===== src/hdl/shash_pkg.sv =====
// ----------------------------------------------------------------------------
// shash_pkg
// Shared types, constants and round functions for the SHA-256 stream hasher.
// ----------------------------------------------------------------------------
package shash_pkg;

   // input word
   typedef struct packed {
      logic [7:0] data_byte;
      logic       byte_valid;
      logic       last_byte;
   } req_type;

   // result word
   typedef struct packed {
      logic [31:0] digest_word;
      logic [2:0]  word_index;
      logic        last_word;
   } rsp_type;

   // controller to datapath commands
   typedef struct packed {
      logic       write_byte;
      logic       load_vars;
      logic       round;
      logic [5:0] round_idx;
      logic       update;
      logic       pad_first;
      logic       pad_second;
      logic       load_out;
      logic [2:0] word_idx;
      logic       reinit;
   } cmd_type;

   // datapath to controller status
   typedef struct packed {
      logic pos_last;
      logic pos_high;
      logic out_free;
   } stat_type;

   localparam int unsigned CountWidth = 61;
   localparam logic [7:0]  PadMark    = 8'h80;

   function automatic logic [31:0] init_hash(input logic [2:0] i);
      logic [31:0] r;
      case (i)
         3'd0: r = 32'h6a09e667;
         3'd1: r = 32'hbb67ae85;
         3'd2: r = 32'h3c6ef372;
         3'd3: r = 32'ha54ff53a;
         3'd4: r = 32'h510e527f;
         3'd5: r = 32'h9b05688c;
         3'd6: r = 32'h1f83d9ab;
         default: r = 32'h5be0cd19;
      endcase
      return r;
   endfunction

   function automatic logic [31:0] round_k(input logic [5:0] i);
      logic [31:0] r;
      case (i)
         6'd0: r = 32'h428a2f98; 6'd1: r = 32'h71374491;
         6'd2: r = 32'hb5c0fbcf; 6'd3: r = 32'he9b5dba5;
         6'd4: r = 32'h3956c25b; 6'd5: r = 32'h59f111f1;
         6'd6: r = 32'h923f82a4; 6'd7: r = 32'hab1c5ed5;
         6'd8: r = 32'hd807aa98; 6'd9: r = 32'h12835b01;
         6'd10: r = 32'h243185be; 6'd11: r = 32'h550c7dc3;
         6'd12: r = 32'h72be5d74; 6'd13: r = 32'h80deb1fe;
         6'd14: r = 32'h9bdc06a7; 6'd15: r = 32'hc19bf174;
         6'd16: r = 32'he49b69c1; 6'd17: r = 32'hefbe4786;
         6'd18: r = 32'h0fc19dc6; 6'd19: r = 32'h240ca1cc;
         6'd20: r = 32'h2de92c6f; 6'd21: r = 32'h4a7484aa;
         6'd22: r = 32'h5cb0a9dc; 6'd23: r = 32'h76f988da;
         6'd24: r = 32'h983e5152; 6'd25: r = 32'ha831c66d;
         6'd26: r = 32'hb00327c8; 6'd27: r = 32'hbf597fc7;
         6'd28: r = 32'hc6e00bf3; 6'd29: r = 32'hd5a79147;
         6'd30: r = 32'h06ca6351; 6'd31: r = 32'h14292967;
         6'd32: r = 32'h27b70a85; 6'd33: r = 32'h2e1b2138;
         6'd34: r = 32'h4d2c6dfc; 6'd35: r = 32'h53380d13;
         6'd36: r = 32'h650a7354; 6'd37: r = 32'h766a0abb;
         6'd38: r = 32'h81c2c92e; 6'd39: r = 32'h92722c85;
         6'd40: r = 32'ha2bfe8a1; 6'd41: r = 32'ha81a664b;
         6'd42: r = 32'hc24b8b70; 6'd43: r = 32'hc76c51a3;
         6'd44: r = 32'hd192e819; 6'd45: r = 32'hd6990624;
         6'd46: r = 32'hf40e3585; 6'd47: r = 32'h106aa070;
         6'd48: r = 32'h19a4c116; 6'd49: r = 32'h1e376c08;
         6'd50: r = 32'h2748774c; 6'd51: r = 32'h34b0bcb5;
         6'd52: r = 32'h391c0cb3; 6'd53: r = 32'h4ed8aa4a;
         6'd54: r = 32'h5b9cca4f; 6'd55: r = 32'h682e6ff3;
         6'd56: r = 32'h748f82ee; 6'd57: r = 32'h78a5636f;
         6'd58: r = 32'h84c87814; 6'd59: r = 32'h8cc70208;
         6'd60: r = 32'h90befffa; 6'd61: r = 32'ha4506ceb;
         6'd62: r = 32'hbef9a3f7;
         default: r = 32'hc67178f2;
      endcase
      return r;
   endfunction

   function automatic logic [31:0] rotr(input logic [31:0] x, input int unsigned n);
      return (x >> n) | (x << (32 - n));
   endfunction

endpackage


===== src/hdl/shash_ctrl.sv =====
// ----------------------------------------------------------------------------
// shash_ctrl
// Sequencer: byte intake, 64-round compression, padding and digest output.
// ----------------------------------------------------------------------------
module shash_ctrl (
   input  logic               clock,
   input  logic               reset,
   input  logic               req_valid,
   output logic               req_stall,
   input  shash_pkg::req_type req_data,
   input  shash_pkg::stat_type stat,
   output shash_pkg::cmd_type cmd
);

   localparam logic [2:0] StIdle   = 3'd0;
   localparam logic [2:0] StRound  = 3'd1;
   localparam logic [2:0] StUpdate = 3'd2;
   localparam logic [2:0] StPad1   = 3'd3;
   localparam logic [2:0] StPad2   = 3'd4;
   localparam logic [2:0] StEmit   = 3'd5;

   logic [2:0] state_ff, state_in;
   logic [2:0] after_ff, after_in;
   logic [5:0] rnd_ff, rnd_in;
   logic [2:0] idx_ff, idx_in;
   logic       accept;

   assign req_stall = (state_ff != StIdle);
   assign accept    = req_valid && !req_stall;

   // next state and commands
   always_comb begin
      state_in = state_ff;
      after_in = after_ff;
      rnd_in   = rnd_ff;
      idx_in   = idx_ff;
      cmd      = '0;
      cmd.round_idx = rnd_ff;
      cmd.word_idx  = idx_ff;
      case (state_ff)
         StIdle: begin
            if (accept) begin
               cmd.write_byte = req_data.byte_valid;
               if (req_data.byte_valid && stat.pos_last) begin
                  cmd.load_vars = 1'b1;
                  rnd_in   = '0;
                  state_in = StRound;
                  after_in = req_data.last_byte ? StPad1 : StIdle;
               end else if (req_data.last_byte) begin
                  state_in = StPad1;
               end
            end
         end
         StRound: begin
            cmd.round = 1'b1;
            rnd_in    = rnd_ff + 6'd1;
            if (rnd_ff == 6'd63) begin
               state_in = StUpdate;
            end
         end
         StUpdate: begin
            cmd.update = 1'b1;
            idx_in     = '0;
            state_in   = after_ff;
         end
         StPad1: begin
            cmd.pad_first = 1'b1;
            cmd.load_vars = 1'b1;
            rnd_in   = '0;
            state_in = StRound;
            after_in = stat.pos_high ? StPad2 : StEmit;
         end
         StPad2: begin
            cmd.pad_second = 1'b1;
            cmd.load_vars  = 1'b1;
            rnd_in   = '0;
            state_in = StRound;
            after_in = StEmit;
         end
         StEmit: begin
            if (stat.out_free) begin
               cmd.load_out = 1'b1;
               idx_in       = idx_ff + 3'd1;
               if (idx_ff == 3'd7) begin
                  cmd.reinit = 1'b1;
                  state_in   = StIdle;
               end
            end
         end
         default: begin
            state_in = StIdle;
         end
      endcase
   end

   always_ff @(posedge clock) begin
      if (reset) begin
         state_ff <= StIdle;
         after_ff <= StIdle;
         rnd_ff   <= '0;
         idx_ff   <= '0;
      end else begin
         state_ff <= state_in;
         after_ff <= after_in;
         rnd_ff   <= rnd_in;
         idx_ff   <= idx_in;
      end
   end

endmodule


===== src/hdl/shash_dp.sv =====
// ----------------------------------------------------------------------------
// shash_dp
// Block buffer and schedule window, round registers, chain value and output.
// ----------------------------------------------------------------------------
module shash_dp (
   input  logic                clock,
   input  logic                reset,
   input  shash_pkg::req_type  req_data,
   input  shash_pkg::cmd_type  cmd,
   output shash_pkg::stat_type stat,
   output logic                rsp_valid,
   input  logic                rsp_stall,
   output shash_pkg::rsp_type  rsp_data
);

   logic [31:0] win_ff [16];
   logic [31:0] win_in [16];
   logic [31:0] var_ff [8];
   logic [31:0] var_in [8];
   logic [31:0] chain_ff [8];
   logic [shash_pkg::CountWidth-1:0] count_ff;
   logic [5:0]  pos;
   logic [63:0] bit_len;
   logic [31:0] w_next, t1, t2, s0, s1, ss0, ss1, ch, maj;
   logic        rsp_valid_ff;
   shash_pkg::rsp_type rsp_ff;

   assign pos     = count_ff[5:0];
   assign bit_len = {count_ff, 3'b000};

   assign stat.pos_last = (pos == 6'd63);
   assign stat.pos_high = (pos[5:3] == 3'b111);
   assign stat.out_free = !rsp_valid_ff || !rsp_stall;

   // schedule expansion
   assign s0 = shash_pkg::rotr(win_ff[1], 7) ^ shash_pkg::rotr(win_ff[1], 18)
             ^ (win_ff[1] >> 3);
   assign s1 = shash_pkg::rotr(win_ff[14], 17) ^ shash_pkg::rotr(win_ff[14], 19)
             ^ (win_ff[14] >> 10);
   assign w_next = s1 + win_ff[9] + s0 + win_ff[0];

   // round logic
   assign ss1 = shash_pkg::rotr(var_ff[4], 6) ^ shash_pkg::rotr(var_ff[4], 11)
              ^ shash_pkg::rotr(var_ff[4], 25);
   assign ss0 = shash_pkg::rotr(var_ff[0], 2) ^ shash_pkg::rotr(var_ff[0], 13)
              ^ shash_pkg::rotr(var_ff[0], 22);
   assign ch  = (var_ff[4] & var_ff[5]) ^ (~var_ff[4] & var_ff[6]);
   assign maj = (var_ff[0] & var_ff[1]) ^ (var_ff[0] & var_ff[2])
              ^ (var_ff[1] & var_ff[2]);
   assign t1  = var_ff[7] + ss1 + ch + shash_pkg::round_k(cmd.round_idx) + win_ff[0];
   assign t2  = ss0 + maj;

   // buffer window next value
   always_comb begin
      for (int j = 0; j < 16; j++) begin
         win_in[j] = win_ff[j];
      end
      if (cmd.round) begin
         for (int j = 0; j < 15; j++) begin
            win_in[j] = win_ff[j+1];
         end
         win_in[15] = w_next;
      end else if (cmd.write_byte) begin
         win_in[pos[5:2]][31-8*pos[1:0] -: 8] = req_data.data_byte;
      end else if (cmd.pad_first || cmd.pad_second) begin
         for (int j = 0; j < 16; j++) begin
            for (int b = 0; b < 4; b++) begin
               if (cmd.pad_second || (6'(4*j+b) > pos)) begin
                  win_in[j][31-8*b -: 8] = 8'h00;
               end else if (6'(4*j+b) == pos) begin
                  win_in[j][31-8*b -: 8] = shash_pkg::PadMark;
               end
            end
         end
         if (cmd.pad_second || !stat.pos_high) begin
            win_in[14] = bit_len[63:32];
            win_in[15] = bit_len[31:0];
         end
      end
   end

   // working variables next value
   always_comb begin
      for (int i = 0; i < 8; i++) begin
         var_in[i] = var_ff[i];
      end
      if (cmd.load_vars) begin
         for (int i = 0; i < 8; i++) begin
            var_in[i] = chain_ff[i];
         end
      end else if (cmd.round) begin
         var_in[7] = var_ff[6];
         var_in[6] = var_ff[5];
         var_in[5] = var_ff[4];
         var_in[4] = var_ff[3] + t1;
         var_in[3] = var_ff[2];
         var_in[2] = var_ff[1];
         var_in[1] = var_ff[0];
         var_in[0] = t1 + t2;
      end
   end

   // payload storage
   always_ff @(posedge clock) begin
      for (int j = 0; j < 16; j++) begin
         win_ff[j] <= win_in[j];
      end
      for (int i = 0; i < 8; i++) begin
         var_ff[i] <= var_in[i];
      end
      if (cmd.load_out) begin
         rsp_ff.digest_word <= chain_ff[cmd.word_idx];
         rsp_ff.word_index  <= cmd.word_idx;
         rsp_ff.last_word   <= (cmd.word_idx == 3'd7);
      end
   end

   // chain value, byte count and output valid
   always_ff @(posedge clock) begin
      if (reset || cmd.reinit) begin
         for (int i = 0; i < 8; i++) begin
            chain_ff[i] <= shash_pkg::init_hash(3'(i));
         end
         count_ff <= '0;
      end else begin
         if (cmd.update) begin
            for (int i = 0; i < 8; i++) begin
               chain_ff[i] <= chain_ff[i] + var_ff[i];
            end
         end
         if (cmd.write_byte) begin
            count_ff <= count_ff + 1'b1;
         end
      end
      if (reset) begin
         rsp_valid_ff <= 1'b0;
      end else if (cmd.load_out) begin
         rsp_valid_ff <= 1'b1;
      end else if (!rsp_stall) begin
         rsp_valid_ff <= 1'b0;
      end
   end

   assign rsp_valid = rsp_valid_ff;
   assign rsp_data  = rsp_ff;

endmodule


===== src/hdl/sha256_stream_hasher_unit.sv =====
// a byte that does not fill a block is taken without stalling the input
// a byte that fills a block stalls the input while the single round unit runs
// the 64 rounds and then the chain update
// a last item adds one or two padding compressions and eight output words
// reset restores the initial hash value and a zero byte count
// ----------------------------------------------------------------------------
// sha256_stream_hasher_unit
// SHA-256 over a byte stream, digest returned as eight 32-bit words.
// ----------------------------------------------------------------------------
module sha256_stream_hasher_unit (
   input  logic               clock,
   input  logic               reset,
   input  logic               req_valid,
   output logic               req_stall,
   input  shash_pkg::req_type req_data,
   output logic               rsp_valid,
   input  logic               rsp_stall,
   output shash_pkg::rsp_type rsp_data
);

   shash_pkg::cmd_type  cmd;
   shash_pkg::stat_type stat;

   // sequencer
   shash_ctrl u_ctrl (
      .clock     (clock),
      .reset     (reset),
      .req_valid (req_valid),
      .req_stall (req_stall),
      .req_data  (req_data),
      .stat      (stat),
      .cmd       (cmd)
   );

   // datapath
   shash_dp u_dp (
      .clock     (clock),
      .reset     (reset),
      .req_data  (req_data),
      .cmd       (cmd),
      .stat      (stat),
      .rsp_valid (rsp_valid),
      .rsp_stall (rsp_stall),
      .rsp_data  (rsp_data)
   );

endmodule


===== config.mk =====
export PLATFORM = sky130hd
export DESIGN_NAME = sha256_stream_hasher_unit
export DESIGN_NICKNAME = d
export VERILOG_FILES = /design/src/hdl/shash_pkg.sv /design/src/hdl/shash_ctrl.sv /design/src/hdl/shash_dp.sv /design/src/hdl/sha256_stream_hasher_unit.sv
export SDC_FILE = /design/constraint.sdc
export NUM_CORES = 2
export LEC_CHECK = 0
export BUFFER_PORTS_ARGS = -buffer_cell sky130_fd_sc_hd__buf_2
export CORE_MARGIN = 4
export CORE_UTILIZATION = 50
export CTS_CLUSTER_SIZE = 24
export DETAILED_ROUTE_END_ITERATION = 10
export PLACE_DENSITY = 0.7
export SYNTH_ARGS = -nofsm -noshare
export SYNTH_HDL_FRONTEND = slang
export SYNTH_SLANG_ARGS = --single-unit

===== constraint.sdc =====
create_clock -name clock -period 21.1 [get_ports clock]
set_input_delay 1.055 -clock clock [delete_from_list [all_inputs] [get_ports clock]]
set_output_delay 1.055 -clock clock [all_outputs]
set_load 0.05 [all_outputs]

==> flow_metrics.py <==
metrics = {
    "clock_network": {
        "cts-resized-gates": 0,
        "clkTransAtPathRegs_ps": 60,
        "maximum_buffer_depth_of_the_clock_tree": 3,
        "h-tree-depth": 4,
        "cts_hold_buffers": 0,
        "clkSinkCount": 1169,
        "cts_made_buffers": 136,
        "clock_latency_of_the_later_clocked_register_in_the_worst_skew_pair_ps": 800,
        "clock-root-buffer": "clkbuf_16",
        "tritoncts": "yes",
        "post_cts.repair.setup_buffers": 0,
    },
    "timing": {
        "grt_setup_unrepaired": "false",
        "period_share_pct": 39.8,
        "layout_min_cycle_time_ps": 8410,
        "timing.final.setup_violations": 0,
        "worst_case_hold_slack_ps": 462,
        "tightestPinTransition_ps": 1360,
        "achievable-frequency_mhz": 119,
        "final-hold-violation-count": 0,
        "final_critical_path_setup_slack_ps": 12690,
        "skew_ps": 42.8,
        "slew_violations": 0,
        "setup_tns_ps": 0,
        "maxSlewHeadroom_pct": 9.51,
    },
    "placement": {
        "dp.final_hpwl_mm": 202,
        "globalplace.congestion": 1.05,
        "post_place_worst_slack_ps": 12810,
        "numPortBuffers": 51,
    },
    "drt": {
        "average_wire_per_standard_cell_um": 27.2,
        "drt_pre_antenna_iters": 8,
        "avgViaCountPerCell": 6.42,
        "dr_total_vias": 64400,
        "drc_errors": 0,
        "drtAntennaViolNets": 0,
        "detailedRoute.firstIterationViolations": 8767,
        "totalWireLength_mm": 273,
    },
    "finish": {
        "finalNetCount": 8498,
        "final.fill_count": 13500,
        "seqCellArea_mm2": 0.0340,
        "final_layout_size_suffix_gt1_share_pct": 6.41,
        "multi_input_comb_area_mm2": 0.0407,
        "layout-area-overhead-vs-synth_pct": 7.94,
        "utilization_pct": 54.5,
    },
    "logic_synthesis": {
        "synth_seq_cells": 1169,
        "syn-instance-count": 8045,
        "netlist-cell-type-count": 105,
        "yosysWarningCount": 0,
        "synth-edff-count": 1060,
        "netlist_area_mm2": 0.0779,
        "synth_seq_area_share_pct": 43.7,
        "synth_async_sr_flop_share_pct": 0,
        "mappedNetlistNets": 8653,
        "avgSynthCellArea_um2": 9.69,
        "dominantRegCellSynth": "edfxtp_1",
    },
    "global_routing": {
        "grt_first_pass_wirelength_mm": 400,
        "antenna_found_initial": 9,
        "global_route.overflow_total": 0,
        "grt_pass1_vias": 61200,
        "global_route.usage.total_pct": 32.8,
        "grt_max_degree": 131,
    },
    "run_status": {
        "status": "finished, final reports clean",
    },
    "setup_path": {
        "timing.critical_path.arrival_ps": 8930,
        "criticalPathCategory": "reg -> reg",
        "critPathLaunchType": "register",
        "max_stage_delay_ps": 560,
        "slowest_stage": "edfxtp_1",
        "crit_path_capture_type": "register",
        "path_max_fanout": 6,
        "critPathRequiredTime_ps": 21620,
        "reg2reg_slack_ps": 12690,
    },
    "job": {
        "cap_violations": 0,
    },
    "hold_path": {
        "hold_path.class": "reg -> reg",
    },
    "floorplanning": {
        "fp.dieW_um": 403,
        "design.die.area_mm2": 0.162,
        "die_h_um": 403,
        "floorplan.initialDensity_pct": 50.5,
        "floorplan.io_pins": 52,
        "core_area_mm2": 0.154,
        "placement_rows": 144,
    },
}
final timing paths:
path                            cells past startpoint            endpoint               start
worst max-delay path                               28  u_dp.var_ff[0][31]   u_dp.var_ff[1][5]
worst min-delay path                                2  u_ctrl.after_ff[2]  u_ctrl.after_ff[2]
worst max register to register                     28  u_dp.var_ff[0][31]   u_dp.var_ff[1][5]
worst min register to register                      2  u_ctrl.after_ff[2]  u_ctrl.after_ff[2]
worst max-delay path, delay by kind of cell, from the launching register on:
family | cells | cell delay (ps)
buffers and inverters | 3 | 150
and+or+nand+nor | 4 | 1090
xor gates and xnor gates | 2 | 380
muxes | 2 | 460
AOI/OAI and AO/OA | 11 | 2720
DFF | 1 | 560
adders and majority gates | 6 | 2730
cell type report:
| type | instances | share of cell area, % |
|---|---|---|
| Multi-Input combinational cell | 6017 | 48.4 |
| Sequential cell | 1169 | 40.4 |
| Clock buffer | 166 | 4.28 |
| Tap cell | 2044 | 3.04 |
| Inverter | 441 | 1.98 |
| Timing Repair Buffer | 125 | 0.991 |
| Clock inverter | 80 | 0.845 |
| Antenna cell | 1 | 0.00298 |
routing by layer:
metal	track usage, %	part of all wire (%)	up-vias
li1	-	-	28400
met1	44.9	40	31400
met2	49.9	44	3898
met3	7.44	11	716
met4	15.0	5.4	10
met5	0	0.023	-
through the flow:
step	std cells	area (um2)
2_1_floorplan	8045	77900
3_3_place_gp	9795	79800
3_5_place_dp	9795	79800
4_1_cts	10000	84100
5_1_grt	10000	84100
6_report	10000	84100
flip-flops by register name, summed over array words and instances (netlist names), named ones only:
name,count
u_dp.count_ff,61
u_ctrl.rnd_ff,6
u_ctrl.after_ff,3
u_dp.rsp_data,36
u_dp.rsp_valid,1
u_dp.var_ff,256
u_ctrl.idx_ff,3
u_dp.win_ff,512
u_dp.chain_ff,256
u_ctrl.state_ff,3
cells in the final DEF, fill, tap and decap left out, types with 57 or more instances in the layout:
| cell type | synthesis | routed |
|---|---|---|
| a211oi_1 | 58 | 57 |
| a21o_1 | 179 | 178 |
| a21oi_1 | 428 | 426 |
| a31oi_1 | 82 | 82 |
| and3_1 | 57 | 57 |
| buf_4 | 4 | 71 |
| clkbuf_16 | 0 | 138 |
| dfxtp_1 | 109 | 106 |
| edfxtp_1 | 1060 | 1060 |
| fa_1 | 195 | 195 |
| ha_1 | 399 | 399 |
| inv_1 | 433 | 432 |
| mux4_2 | 68 | 68 |
| nand2_1 | 1515 | 1512 |
| nand2b_1 | 75 | 75 |
| nand3_1 | 103 | 103 |
| nor2_1 | 477 | 473 |
| nor3_1 | 119 | 118 |
| o211ai_1 | 61 | 61 |
| o21a_1 | 82 | 82 |
| o21ai_0 | 738 | 737 |
| xnor2_1 | 369 | 369 |
| xor2_1 | 203 | 203 |
synth_stat cells (58+ instances only):
cell type  instances  area, um2
a211oi_1          58        435
a21o_1           179       1340
a21oi_1          428       2140
a31oi_1           82        513
clkbuf_1         350       1310
dfxtp_1          109       2180
edfxtp_1        1060      31800
fa_1             195       3900
ha_1             399       4990
inv_1            433       1630
mux4_2            68       1530
nand2_1         1515       5690
nand2b_1          75        469
nand3_1          103        515
nor2_1           477       1790
nor3_1           119        596
o211ai_1          61        458
o21a_1            82        616
o21ai_0          738       3690
xnor2_1          369       3230
xor2_1           203       1780
kinds of logic after synthesis:
kind of cell / count (synthesis) / share of synthesized area, %
AND/OR/NAND/NOR: 2626 / 14.5
flip-flops: 1169 / 43.7
buffers and inverters: 859 / 4.22
AO/OA/AOI/OAI: 2049 / 16.3
multiplexers: 152 / 3.12
XOR/XNOR: 574 / 6.49
adder cells (fa/ha/maj): 616 / 11.7
Power is left out: the tool's default activity adds up to more than one toggle a clock period on the data nets, which glitch-free logic cannot reach.
